## config.mk

```make
export PLATFORM = sky130hd
export DESIGN_NAME = iommu_interrupt_generator_unit
export DESIGN_NICKNAME = d
export VERILOG_FILES = /design/src/rtl/core/igu_pkg.sv /design/src/rtl/core/iommu_interrupt_generator_unit.sv /design/src/rtl/core/igu_table_mem.sv /design/src/rtl/core/igu_msg.sv
export SDC_FILE = /design/constraint.sdc
export NUM_CORES = 2
export LEC_CHECK = 0
export BUFFER_PORTS_ARGS = -buffer_cell sky130_fd_sc_hd__buf_2
export CAP_MARGIN = 40
export CELL_PAD_IN_SITES_DETAIL_PLACEMENT = 1
export CELL_PAD_IN_SITES_GLOBAL_PLACEMENT = 2
export CORE_MARGIN = 10
export CORE_UTILIZATION = 40
export DETAILED_ROUTE_END_ITERATION = 10
export PLACE_DENSITY = 0.74
export SYNTH_ARGS = -nofsm -noshare
export SYNTH_HDL_FRONTEND = slang
export SYNTH_SLANG_ARGS = --single-unit
```

## constraint.sdc

```tcl
create_clock -name aclk -period 11.1 [get_ports aclk]
set_input_delay 2.22 -clock aclk [delete_from_list [all_inputs] [get_ports aclk]]
set_output_delay 2.22 -clock aclk [all_outputs]
set_load 0.005 [all_outputs]
```

## src/rtl/core/igu_pkg.sv

```systemverilog
// Package for the IOMMU interrupt generator: shared types, operation codes,
// register indexes and sizing constants. No dependencies.
`timescale 1ns / 1ps

package igu_pkg;

    localparam int VECTOR_COUNT = 16;
    localparam int VEC_IDX_W    = (VECTOR_COUNT > 1) ? $clog2(VECTOR_COUNT) : 1;
    localparam logic [4:0] VEC_LIMIT = 5'(VECTOR_COUNT);

    localparam int IN_DATA_W  = 112;
    localparam int OUT_DATA_W = 128;
    localparam int CFG_DATA_W = 16;

    typedef enum logic [1:0] {
        OP_RAISE   = 2'd0,
        OP_RELEASE = 2'd1,
        OP_WRITE   = 2'd2,
        OP_CLEAR   = 2'd3
    } igu_op_t;

    typedef enum logic [2:0] {
        REG_WIRE_MODE  = 3'd0,
        REG_PA_SIZE    = 3'd1,
        REG_BYTE_ORDER = 3'd2,
        REG_QUEUE_EN   = 3'd3,
        REG_VECTOR_MAP = 3'd4,
        REG_RCID       = 3'd5,
        REG_MCID       = 3'd6
    } igu_reg_t;

    typedef enum logic {
        ST_IDLE,
        ST_RESOLVE
    } igu_state_t;

    localparam int UNIT_MONITOR = 3;

    typedef struct packed {
        logic [63:0] address;
        logic [31:0] payload;
        logic        masked;
    } igu_entry_t;

    typedef struct packed {
        logic        msi_write;
        logic        msi_fault;
        logic [63:0] address;
        logic [31:0] payload;
        logic        byte_order;
        logic [11:0] rcid;
        logic [11:0] mcid;
    } igu_msg_t;

    typedef struct packed {
        logic [5:0]  pa_size;
        logic        byte_order;
        logic [11:0] rcid;
        logic [11:0] mcid;
    } igu_msg_cfg_t;

endpackage

```

## src/rtl/core/iommu_interrupt_generator_unit.sv

```systemverilog
// Interrupt generator top: stream ports, configuration registers, pending
// state and sequencing around the MSI table memory. Uses igu_pkg,
// igu_table_mem and igu_msg.
// The table read is registered at the input transfer; the result is registered
// into the output once the output is free. No new input is taken until then.
// Reset: registers to defaults, pending bits cleared, table reads as zero.
`timescale 1ns / 1ps

module iommu_interrupt_generator_unit
    import igu_pkg::*;
(
    input  logic                  aclk,
    input  logic                  aresetn,
    input  logic                  cfg_wr_en,
    input  logic [2:0]            cfg_index,
    input  logic [CFG_DATA_W-1:0] cfg_wdata,
    input  logic                  s_tvalid,
    output logic                  s_tready,
    // operation[1:0], source_unit[3:2], vector_index[7:4], entry_address[71:8],
    // entry_payload[103:72], entry_masked[104], clear_mask[108:105], zero fill
    input  logic [IN_DATA_W-1:0]  s_tdata,
    output logic                  m_tvalid,
    input  logic                  m_tready,
    // msi_write[0], msi_fault[1], write_address[65:2], write_payload[97:66],
    // write_byte_order[98], write_rcid[110:99], write_mcid[122:111],
    // pending_sources_out[126:123], zero fill
    output logic [OUT_DATA_W-1:0] m_tdata
);

    logic        wire_mode_reg;
    logic [5:0]  pa_size_reg;
    logic        byte_order_reg;
    logic [2:0]  queue_en_reg;
    logic [15:0] vector_map_reg;
    logic [11:0] rcid_reg;
    logic [11:0] mcid_reg;

    always_ff @(posedge aclk) begin
        if (!aresetn) begin
            wire_mode_reg  <= 1'b0;
            pa_size_reg    <= 6'd56;
            byte_order_reg <= 1'b0;
            queue_en_reg   <= 3'd0;
            vector_map_reg <= 16'd0;
            rcid_reg       <= 12'd0;
            mcid_reg       <= 12'd0;
        end else if (cfg_wr_en) begin
            case (igu_reg_t'(cfg_index))
                REG_WIRE_MODE:  wire_mode_reg  <= cfg_wdata[0];
                REG_PA_SIZE:    pa_size_reg    <= cfg_wdata[5:0];
                REG_BYTE_ORDER: byte_order_reg <= cfg_wdata[0];
                REG_QUEUE_EN:   queue_en_reg   <= cfg_wdata[2:0];
                REG_VECTOR_MAP: vector_map_reg <= cfg_wdata;
                REG_RCID:       rcid_reg       <= cfg_wdata[11:0];
                REG_MCID:       mcid_reg       <= cfg_wdata[11:0];
                default: ;
            endcase
        end
    end

    igu_state_t state_reg, state_next;

    igu_op_t     in_op;
    logic [1:0]  in_unit;
    logic [3:0]  in_vec;
    logic [3:0]  rd_vec;
    logic        in_xfer;

    assign in_op   = igu_op_t'(s_tdata[1:0]);
    assign in_unit = s_tdata[3:2];
    assign in_vec  = s_tdata[7:4];
    assign rd_vec  = (in_op == OP_RAISE) ? vector_map_reg[{in_unit, 2'b00} +: 4] : in_vec;

    assign s_tready = (state_reg == ST_IDLE);
    assign in_xfer  = s_tvalid && s_tready;

    igu_op_t     op_reg;
    logic [1:0]  unit_reg;
    logic [3:0]  vec_reg;
    igu_entry_t  wr_entry_reg;
    logic [3:0]  clear_mask_reg;

    always_ff @(posedge aclk) begin
        if (in_xfer) begin
            op_reg                <= in_op;
            unit_reg              <= in_unit;
            vec_reg               <= rd_vec;
            wr_entry_reg.address  <= s_tdata[71:8];
            wr_entry_reg.payload  <= s_tdata[103:72];
            wr_entry_reg.masked   <= s_tdata[104];
            clear_mask_reg        <= s_tdata[108:105];
        end
    end

    logic                  m_valid_reg;
    logic [OUT_DATA_W-1:0] m_data_reg;
    logic [OUT_DATA_W-1:0] m_data_next;
    logic                  commit;

    logic [3:0]              src_pend_reg, src_pend_next;
    logic [VECTOR_COUNT-1:0] vec_pend_reg, vec_pend_next;

    logic [VEC_IDX_W-1:0] vec_idx;
    logic                 vec_ok;
    logic                 unit_en;
    logic                 raise_go;
    logic                 send;
    logic                 mem_wr_en;
    igu_entry_t           rd_entry;
    igu_msg_cfg_t         msg_cfg;
    igu_msg_t             msg;

    assign vec_idx = vec_reg[VEC_IDX_W-1:0];
    assign vec_ok  = (5'(vec_reg) < VEC_LIMIT);
    assign unit_en = (unit_reg == 2'(UNIT_MONITOR)) || queue_en_reg[unit_reg];
    assign raise_go = !src_pend_reg[unit_reg] && unit_en;

    always_comb begin
        state_next    = state_reg;
        commit        = 1'b0;
        case (state_reg)
            ST_IDLE: begin
                if (in_xfer) begin
                    state_next = ST_RESOLVE;
                end
            end
            ST_RESOLVE: begin
                if (!m_valid_reg || m_tready) begin
                    commit     = 1'b1;
                    state_next = ST_IDLE;
                end
            end
            default: state_next = ST_IDLE;
        endcase
    end

    always_comb begin
        send          = 1'b0;
        src_pend_next = src_pend_reg;
        vec_pend_next = vec_pend_reg;
        case (op_reg)
            OP_RAISE: begin
                if (raise_go) begin
                    src_pend_next[unit_reg] = 1'b1;
                    if (!wire_mode_reg && vec_ok) begin
                        if (rd_entry.masked) begin
                            vec_pend_next[vec_idx] = 1'b1;
                        end else begin
                            send = 1'b1;
                        end
                    end
                end
            end
            OP_RELEASE: begin
                if (vec_ok && vec_pend_reg[vec_idx]) begin
                    send = 1'b1;
                    vec_pend_next[vec_idx] = 1'b0;
                end
            end
            OP_CLEAR: begin
                src_pend_next = src_pend_reg & ~clear_mask_reg;
            end
            default: ;
        endcase
    end

    assign mem_wr_en = commit && (op_reg == OP_WRITE) && vec_ok;

    igu_table_mem u_table (
        .aclk     (aclk),
        .aresetn  (aresetn),
        .wr_en    (mem_wr_en),
        .wr_addr  (vec_idx),
        .wr_entry (wr_entry_reg),
        .rd_en    (in_xfer),
        .rd_addr  (rd_vec[VEC_IDX_W-1:0]),
        .rd_entry (rd_entry)
    );

    assign msg_cfg.pa_size    = pa_size_reg;
    assign msg_cfg.byte_order = byte_order_reg;
    assign msg_cfg.rcid       = rcid_reg;
    assign msg_cfg.mcid       = mcid_reg;

    igu_msg u_msg (
        .send  (send),
        .entry (rd_entry),
        .cfg   (msg_cfg),
        .msg   (msg)
    );

    assign m_data_next = {1'b0, src_pend_next, msg.mcid, msg.rcid, msg.byte_order,
                          msg.payload, msg.address, msg.msi_fault, msg.msi_write};

    always_ff @(posedge aclk) begin
        if (!aresetn) begin
            state_reg    <= ST_IDLE;
            m_valid_reg  <= 1'b0;
            src_pend_reg <= '0;
            vec_pend_reg <= '0;
        end else begin
            state_reg <= state_next;
            if (commit) begin
                m_valid_reg  <= 1'b1;
                src_pend_reg <= src_pend_next;
                vec_pend_reg <= vec_pend_next;
            end else if (m_tready) begin
                m_valid_reg <= 1'b0;
            end
        end
    end

    always_ff @(posedge aclk) begin
        if (commit) begin
            m_data_reg <= m_data_next;
        end
    end

    assign m_tvalid = m_valid_reg;
    assign m_tdata  = m_data_reg;

endmodule

```

## src/rtl/core/igu_table_mem.sv

```systemverilog
// MSI table memory: one write port, one registered read port.
// Per-entry valid flags make unwritten entries read as zero. Uses igu_pkg.
`timescale 1ns / 1ps

module igu_table_mem
    import igu_pkg::*;
(
    input  logic                 aclk,
    input  logic                 aresetn,
    input  logic                 wr_en,
    input  logic [VEC_IDX_W-1:0] wr_addr,
    input  igu_entry_t           wr_entry,
    input  logic                 rd_en,
    input  logic [VEC_IDX_W-1:0] rd_addr,
    output igu_entry_t           rd_entry
);

    igu_entry_t mem [VECTOR_COUNT];
    logic [VECTOR_COUNT-1:0] valid_reg;
    igu_entry_t rd_data_reg;
    logic       rd_valid_reg;

    always_ff @(posedge aclk) begin
        if (wr_en) begin
            mem[wr_addr] <= wr_entry;
        end
        if (rd_en) begin
            rd_data_reg <= mem[rd_addr];
        end
    end

    always_ff @(posedge aclk) begin
        if (!aresetn) begin
            valid_reg    <= '0;
            rd_valid_reg <= 1'b0;
        end else begin
            if (wr_en) begin
                valid_reg[wr_addr] <= 1'b1;
            end
            if (rd_en) begin
                rd_valid_reg <= valid_reg[rd_addr];
            end
        end
    end

    assign rd_entry = rd_valid_reg ? rd_data_reg : '0;

endmodule

```

## src/rtl/core/igu_msg.sv

```systemverilog
// MSI message builder: address range check against pa_size and result
// formatting for a write or a write fault. Uses igu_pkg.
`timescale 1ns / 1ps

module igu_msg
    import igu_pkg::*;
(
    input  logic         send,
    input  igu_entry_t   entry,
    input  igu_msg_cfg_t cfg,
    output igu_msg_t     msg
);

    logic [63:0] high_bits;
    logic        fault;

    assign high_bits = entry.address >> cfg.pa_size;
    assign fault     = (high_bits != 64'd0);

    always_comb begin
        msg = '0;
        if (send) begin
            msg.address = entry.address;
            if (fault) begin
                msg.msi_fault = 1'b1;
            end else begin
                msg.msi_write  = 1'b1;
                msg.payload    = entry.payload;
                msg.byte_order = cfg.byte_order;
                msg.rcid       = cfg.rcid;
                msg.mcid       = cfg.mcid;
            end
        end
    end

endmodule

```

# ---- After elaboration in Yosys (flattened, before gate mapping)
# Memory sizes are Yosys's and may differ from the RTL's. A register that Yosys moved wholly into a read port is not among the register bits.
# Index checks and enable logic that the tools add are counted.
# Widths: inputs -> output; s select.
dict set report classes {
  n_addsub 0
  n_mul 0
  n_div 0
  magnitude_cmp 5
  n_eq_ne 14
  n_shift 2
  muxes 37
  bitwise 10
  n_reduce_logical 25
}
# cell n
set op_table {}
lappend op_table {{$mux 97} 1}
lappend op_table {{$mux 16} 4}
lappend op_table {{$reduce_bool 64->1} 1}
lappend op_table {{$shr 64x6->64} 1}
lappend op_table {{$or 16x16->16} 2}
lappend op_table {{$pmux 16 s2} 1}
lappend op_table {{$mux 1} 20}
lappend op_table {{$and 16x16->16} 1}
lappend op_table {{$not 16->16} 1}
lappend op_table {{$shiftx 16x5->4} 1}
lappend op_table {{$reduce_and 2->1} 7}
lappend op_table {{$lt 4x5->1 const B} 2}
lappend op_table {{$eq 3x3->1 const B} 3}
lappend op_table {{$bmux 1 s4} 2}
lappend op_table {{$mux 4} 2}
lappend op_table {{$ne 2x2->1 const B} 4}
lappend op_table {{$pmux 4 s2} 1}
lappend op_table {{$eq 2x2->1 const B} 3}
lappend op_table {{$eq 3x2->1 const B} 2}
lappend op_table {{$reduce_and 6->1} 1}
lappend op_table {{$logic_and 1x1->1} 5}
lappend op_table {{$and 4x4->4} 1}
lappend op_table {{$bmux 1 s2} 2}
lappend op_table {{$demux 1 s4} 1}
lappend op_table {{17 further kinds} 24}
dict set report totals {
  register_bits 326
  latchBits 0
  mem_bits_rw 1552
  mem_bits_ro 0
  out_inout_bits 130
  wordCells 118
  mem_count 1
}
# name words width rd rd_clocked_by_memory_dff write_ports line
set mem_list {}
lappend mem_list {u_table.mem 16 97 1 1 1 igu_table_mem.sv:18} ;# igu_entry_t mem [VECTOR_COUNT];

# ---- Longest topological paths before layout
dict set report depth {
  word_depth 9
  depth_mapped 16
  mapped_depth_nobuf 10
}

# ---- Hierarchy
# From an unflattened synthesis, not the netlist that was laid out.
dict set report hier_totals {
  hier_cells 3665
  area_unflattened_um2 76862.5
}
# module instances cells_each area_per_inst_um2 seq_area_each_um2
set modules_own_cells {}
lappend modules_own_cells {igu_table_mem 1 2427 62359.8 49857.8}
lappend modules_own_cells {iommu_interrupt_generator_unit 1 644 10466.3 8548.2}
lappend modules_own_cells {igu_msg 1 594 4036.4 0.0}

# ---- Least setup slack after synthesis
# No wires, ideal clock.
dict set report synth_path {
  path_type {input to register}
  from {input port m_tready}
  to {memory u_table.mem[1][0] (netlist name), enable pin}
  setup_ps 673
  arrival_time_ps 11331
  required_ps 10427
  slack_ps -904
  stages 5
  path_buffers 0
  path_cell_list {nand2b_1 > nand2_1 > clkinv_1 > nand4b_1 > nor3_1}
}
dict set report synth_between {
  elab_chain_cells 6
}
# item line
set synth_rtl {}
lappend synth_rtl {{start, declared} iommu_interrupt_generator_unit.sv:23} ;# input logic m_tready,
lappend synth_rtl {{$logic_or 1x1->1} iommu_interrupt_generator_unit.sv:128} ;# if (!m_valid_reg || m_tready) begin
lappend synth_rtl {{$mux 1} iommu_interrupt_generator_unit.sv:128}
lappend synth_rtl {{$mux 1} iommu_interrupt_generator_unit.sv:121} ;# case (state_reg)
lappend synth_rtl {{via commit} iommu_interrupt_generator_unit.sv:98} ;# logic commit;
lappend synth_rtl {{$logic_and 1x1->1} iommu_interrupt_generator_unit.sv:167} ;# assign mem_wr_en = commit && (op_reg == OP_WRITE) && vec_ok;
lappend synth_rtl {{$mux 1} igu_table_mem.sv:24} ;# if (wr_en) begin
lappend synth_rtl {{$mux 1 (implied by the code)} igu_table_mem.sv:25} ;# mem[wr_addr] <= wr_entry;
lappend synth_rtl {{end, declared} igu_table_mem.sv:18}
# The timed path passes the listed nets, and every way through them passes these cells.

# ---- Worst setup path in the final report
dict set report layout_path {
  from {input port s_tdata[2]}
  to {register u_table.rd_data_reg[13] (netlist name)}
}
dict set report layout_between {
  elab_chain_cells 2
}
# item line
set layout_rtl {}
lappend layout_rtl {{start, declared} iommu_interrupt_generator_unit.sv:21} ;# input logic [IN_DATA_W-1:0] s_tdata,
lappend layout_rtl {{$shiftx 16x5->4} iommu_interrupt_generator_unit.sv:72} ;# assign rd_vec = (in_op == OP_RAISE) ? vector_map_reg[{in_unit, 2'b00} +: 4] : in_vec;
lappend layout_rtl {{$mux 4} iommu_interrupt_generator_unit.sv:72}
# No other way between the ends.
# A chain may end at the register's enable or synchronous reset.

==> run summary <==
Largest net degree at the start of global routing: 168
Fin. Hold Viols: 0
DRT iter0 DRCs: 4583
H-tree depth: 4
First-pass GRT wire length: 355000 microns
Max FO, Critical Path: 129
CP max stage cell: buf_4
Biggest register: u_table.mem
Num rows: 163
Clk buf depth: 3
Via/cell ratio: 5.68
Max cap viols: 0
Final WS setup: 5350 ps
Period utilization: 0.518
Max-slew violation count: 0
Hold Path Class: register to register
Ys flop type: edfxtp_1
Worst path cell trace: buf_2 > mux4_2 > mux2i_4 > buf_12 > buf_4 > buf_4 > nand2_1 > and3_1 > a311oi_1 > a311oi_1 > a31oi_1
Kind of critical path: input port to register
Worst Setup Start Kind: input port
Number of global-route vias before repair: 52814
Post-synth cell types: 74
Min Hold Slack: 463 ps
Fraction of layout cells with a size suffix above 1: 0.107
Cts hold-fix bufs: 0
Gpl congestion: 0.814
Core area: 0.197 sq mm
Slew margin rel.: 0.304
Worst-path clk slew: 60 ps
Nets@finish: 6394
Fmax: 174 MHz
Minimum clock period: 5750 ps
Fin area: 0.0898 sq mm
DRC: 0
DP Wirelength: 120000 microns
Initial antenna violation count: 16
Area of the multi-input gates: 0.0192 sq mm
Post-synth top area cell: edfxtp_1
Setup crit start: s_tdata[2]
Final setup vio count: 0
First-pass DRT Iterations: 7
TritonCTS Buffers: 205
IO Port Bufs: 261
Slew @ Worst Pin: 1040 ps
Fraction of registers with async set/reset: 0
Die width: 465 microns
Worst r2r src: pa_size_reg[0]
Max FFs per register: 1552
Synth top area cells: edfxtp_1 71%, nand2_1 8.4%, nand3_1 5.0%
Syn Area/Cell: 12.9 sq um
Wirelength, routed: 242000 microns
Placed cell areas: 0.0834 sq mm
Syn. warnings: 0
Setup Fix Bufs, Post-CTS: 0
DP Worst Slack: 4420 ps
Clk_lat worst skew: 870 ps
PwrDens: 179 mW/mm^2
Root buffer cell: clkbuf_16
RSZ-0062 raised after global routing: false
Setup TNS: 0 ps
Mapped Area: 0.0793 sq mm
CTS tree: done
Min-delay src: rcid_reg[4]
Yosys reg bits: 1975
CP arrival: 6460 ps
P_leak: 30.7 nW
Initial cell density of the core: 0.402
Tot GR Track Use: 0.216
CTS resizes: 0
Max IR drop VDD: 132 uV
Fill count: 20151
Status: finished, final reports clean
Top cell type's share of synthesized area: 0.714
EDFF count, synth: 1885
Cells after synthesis: 6145
Clk sink count: 1975
Syn_nets: 6285
Die area: 0.216 sq mm
Die height: 465 microns
Io pins: 266
Grt total ovfl: 0
CP peak stage delay: 740 ps
Total power: 16.1 mW
Post-route clock skew: 50.4 ps
Vias: 51550
Area growth syn-to-layout: 13.2%
Sequential Area: 0.0584 sq mm
Crit path required time: 11810 ps
Final ANT Viol Nets: 0
Seq/Total Area, Yosys: 0.737
Routed len/inst: 26.7 microns
Worst Setup End Kind: register
per-layer routing:
layer / up-vias / global-route usage / wire length, microns
met1: 26722 / 0.305 / 108000
met2: 1550 / 0.352 / 114000
met4: 4 / 0.0584 / 6100
met5: - / 0 / 27
li1: 22929 / - / -
met3: 345 / 0.0284 / 13100
through the flow:
step / std cells / util
final: 9069 / 0.455
after detailed placement: 8687 / 0.423
after global placement: 8681 / 0.422
after CTS: 9067 / 0.455
after global routing: 9068 / 0.455
after floorplan: 6145 / -
critical path: cells and delay by family:
kind,cells,cell delay (ps)
multiplexers,2,1000
AND/OR/NAND/NOR,2,300
buffers and inverters,4,2090
AO/OA/AOI/OAI,3,620
worst paths after layout:
path	endpoint	slack, ps	cells past startpoint
worst max-delay path	u_table.rd_data_reg[13]	5350	11
worst min-delay path	rcid_reg[4]	460	2
worst max register to register	m_tdata[85]	5620	12
worst min register to register	rcid_reg[4]	460	2
Yosys cell counts (all sizes together) (18+ instances only):
library cell / n
a21oi: 39
a211oi: 20
a311oi: 198
edfxtp: 1885
o211a: 18
nor3: 108
inv: 21
a31oi: 106
mux4: 24
o21ai: 36
o21a: 21
a21boi: 46
nand2b: 21
clkbuf: 357
mux2i: 70
nor2: 88
and3: 158
o22ai: 19
nand2: 1772
buf: 79
nand3: 796
dfxtp: 90
nor2b: 22
layout by cell type (no fill, tap or decap), drive strengths merged, types with 20 or more instances in the layout:
cell    Yosys  layout
a31oi     106     106
a211oi     20      20
buf        79     338
mux4       24      24
a21boi     46      46
mux2i      70      70
o21a       21      21
a21oi      39      39
nor2       88      88
and3      158     158
nand3     796     796
nor2b      22      22
nand2b     21      21
edfxtp   1885    1885
o21ai      36      36
nand2    1772    1772
inv        21      29
nor3      108     108
clkinv      3      89
a311oi    198     198
clkbuf    357     277
dfxtp      90      90
power by group:
group          switching, mW  internal [mW]
clock network           2.91           3.64
logic                  0.710          0.299
registers              0.226           8.31
total                   3.85           12.2
logic make-up (layout without fill, tap and decap cells):
| group | Yosys count | count (layout) | share of synthesized area |
|---|---|---|---|
| and+or+nand+nor | 3015 | 3015 | 0.166 |
| adders and majority gates | 4 | 4 | 0.000631 |
| other | 1 | 3 | 0.0000473 |
| AOI/OAI and AO/OA | 587 | 587 | 0.0561 |
| DFF | 1975 | 1975 | 0.737 |
| buffers and inverters | 460 | 742 | 0.0236 |
| muxes | 103 | 103 | 0.0169 |
layout make-up:
cell class	instances	area share
flip-flops and latches	1975	0.651
multi-input cells	3710	0.214
clock buffers	277	0.0620
well taps	2640	0.0368
repair buffers	338	0.0263
clock inverters	103	0.00888
inverters	24	0.00134
diodes	2	0.0000557
No activity file was read; power rests on OpenSTA's default activity.
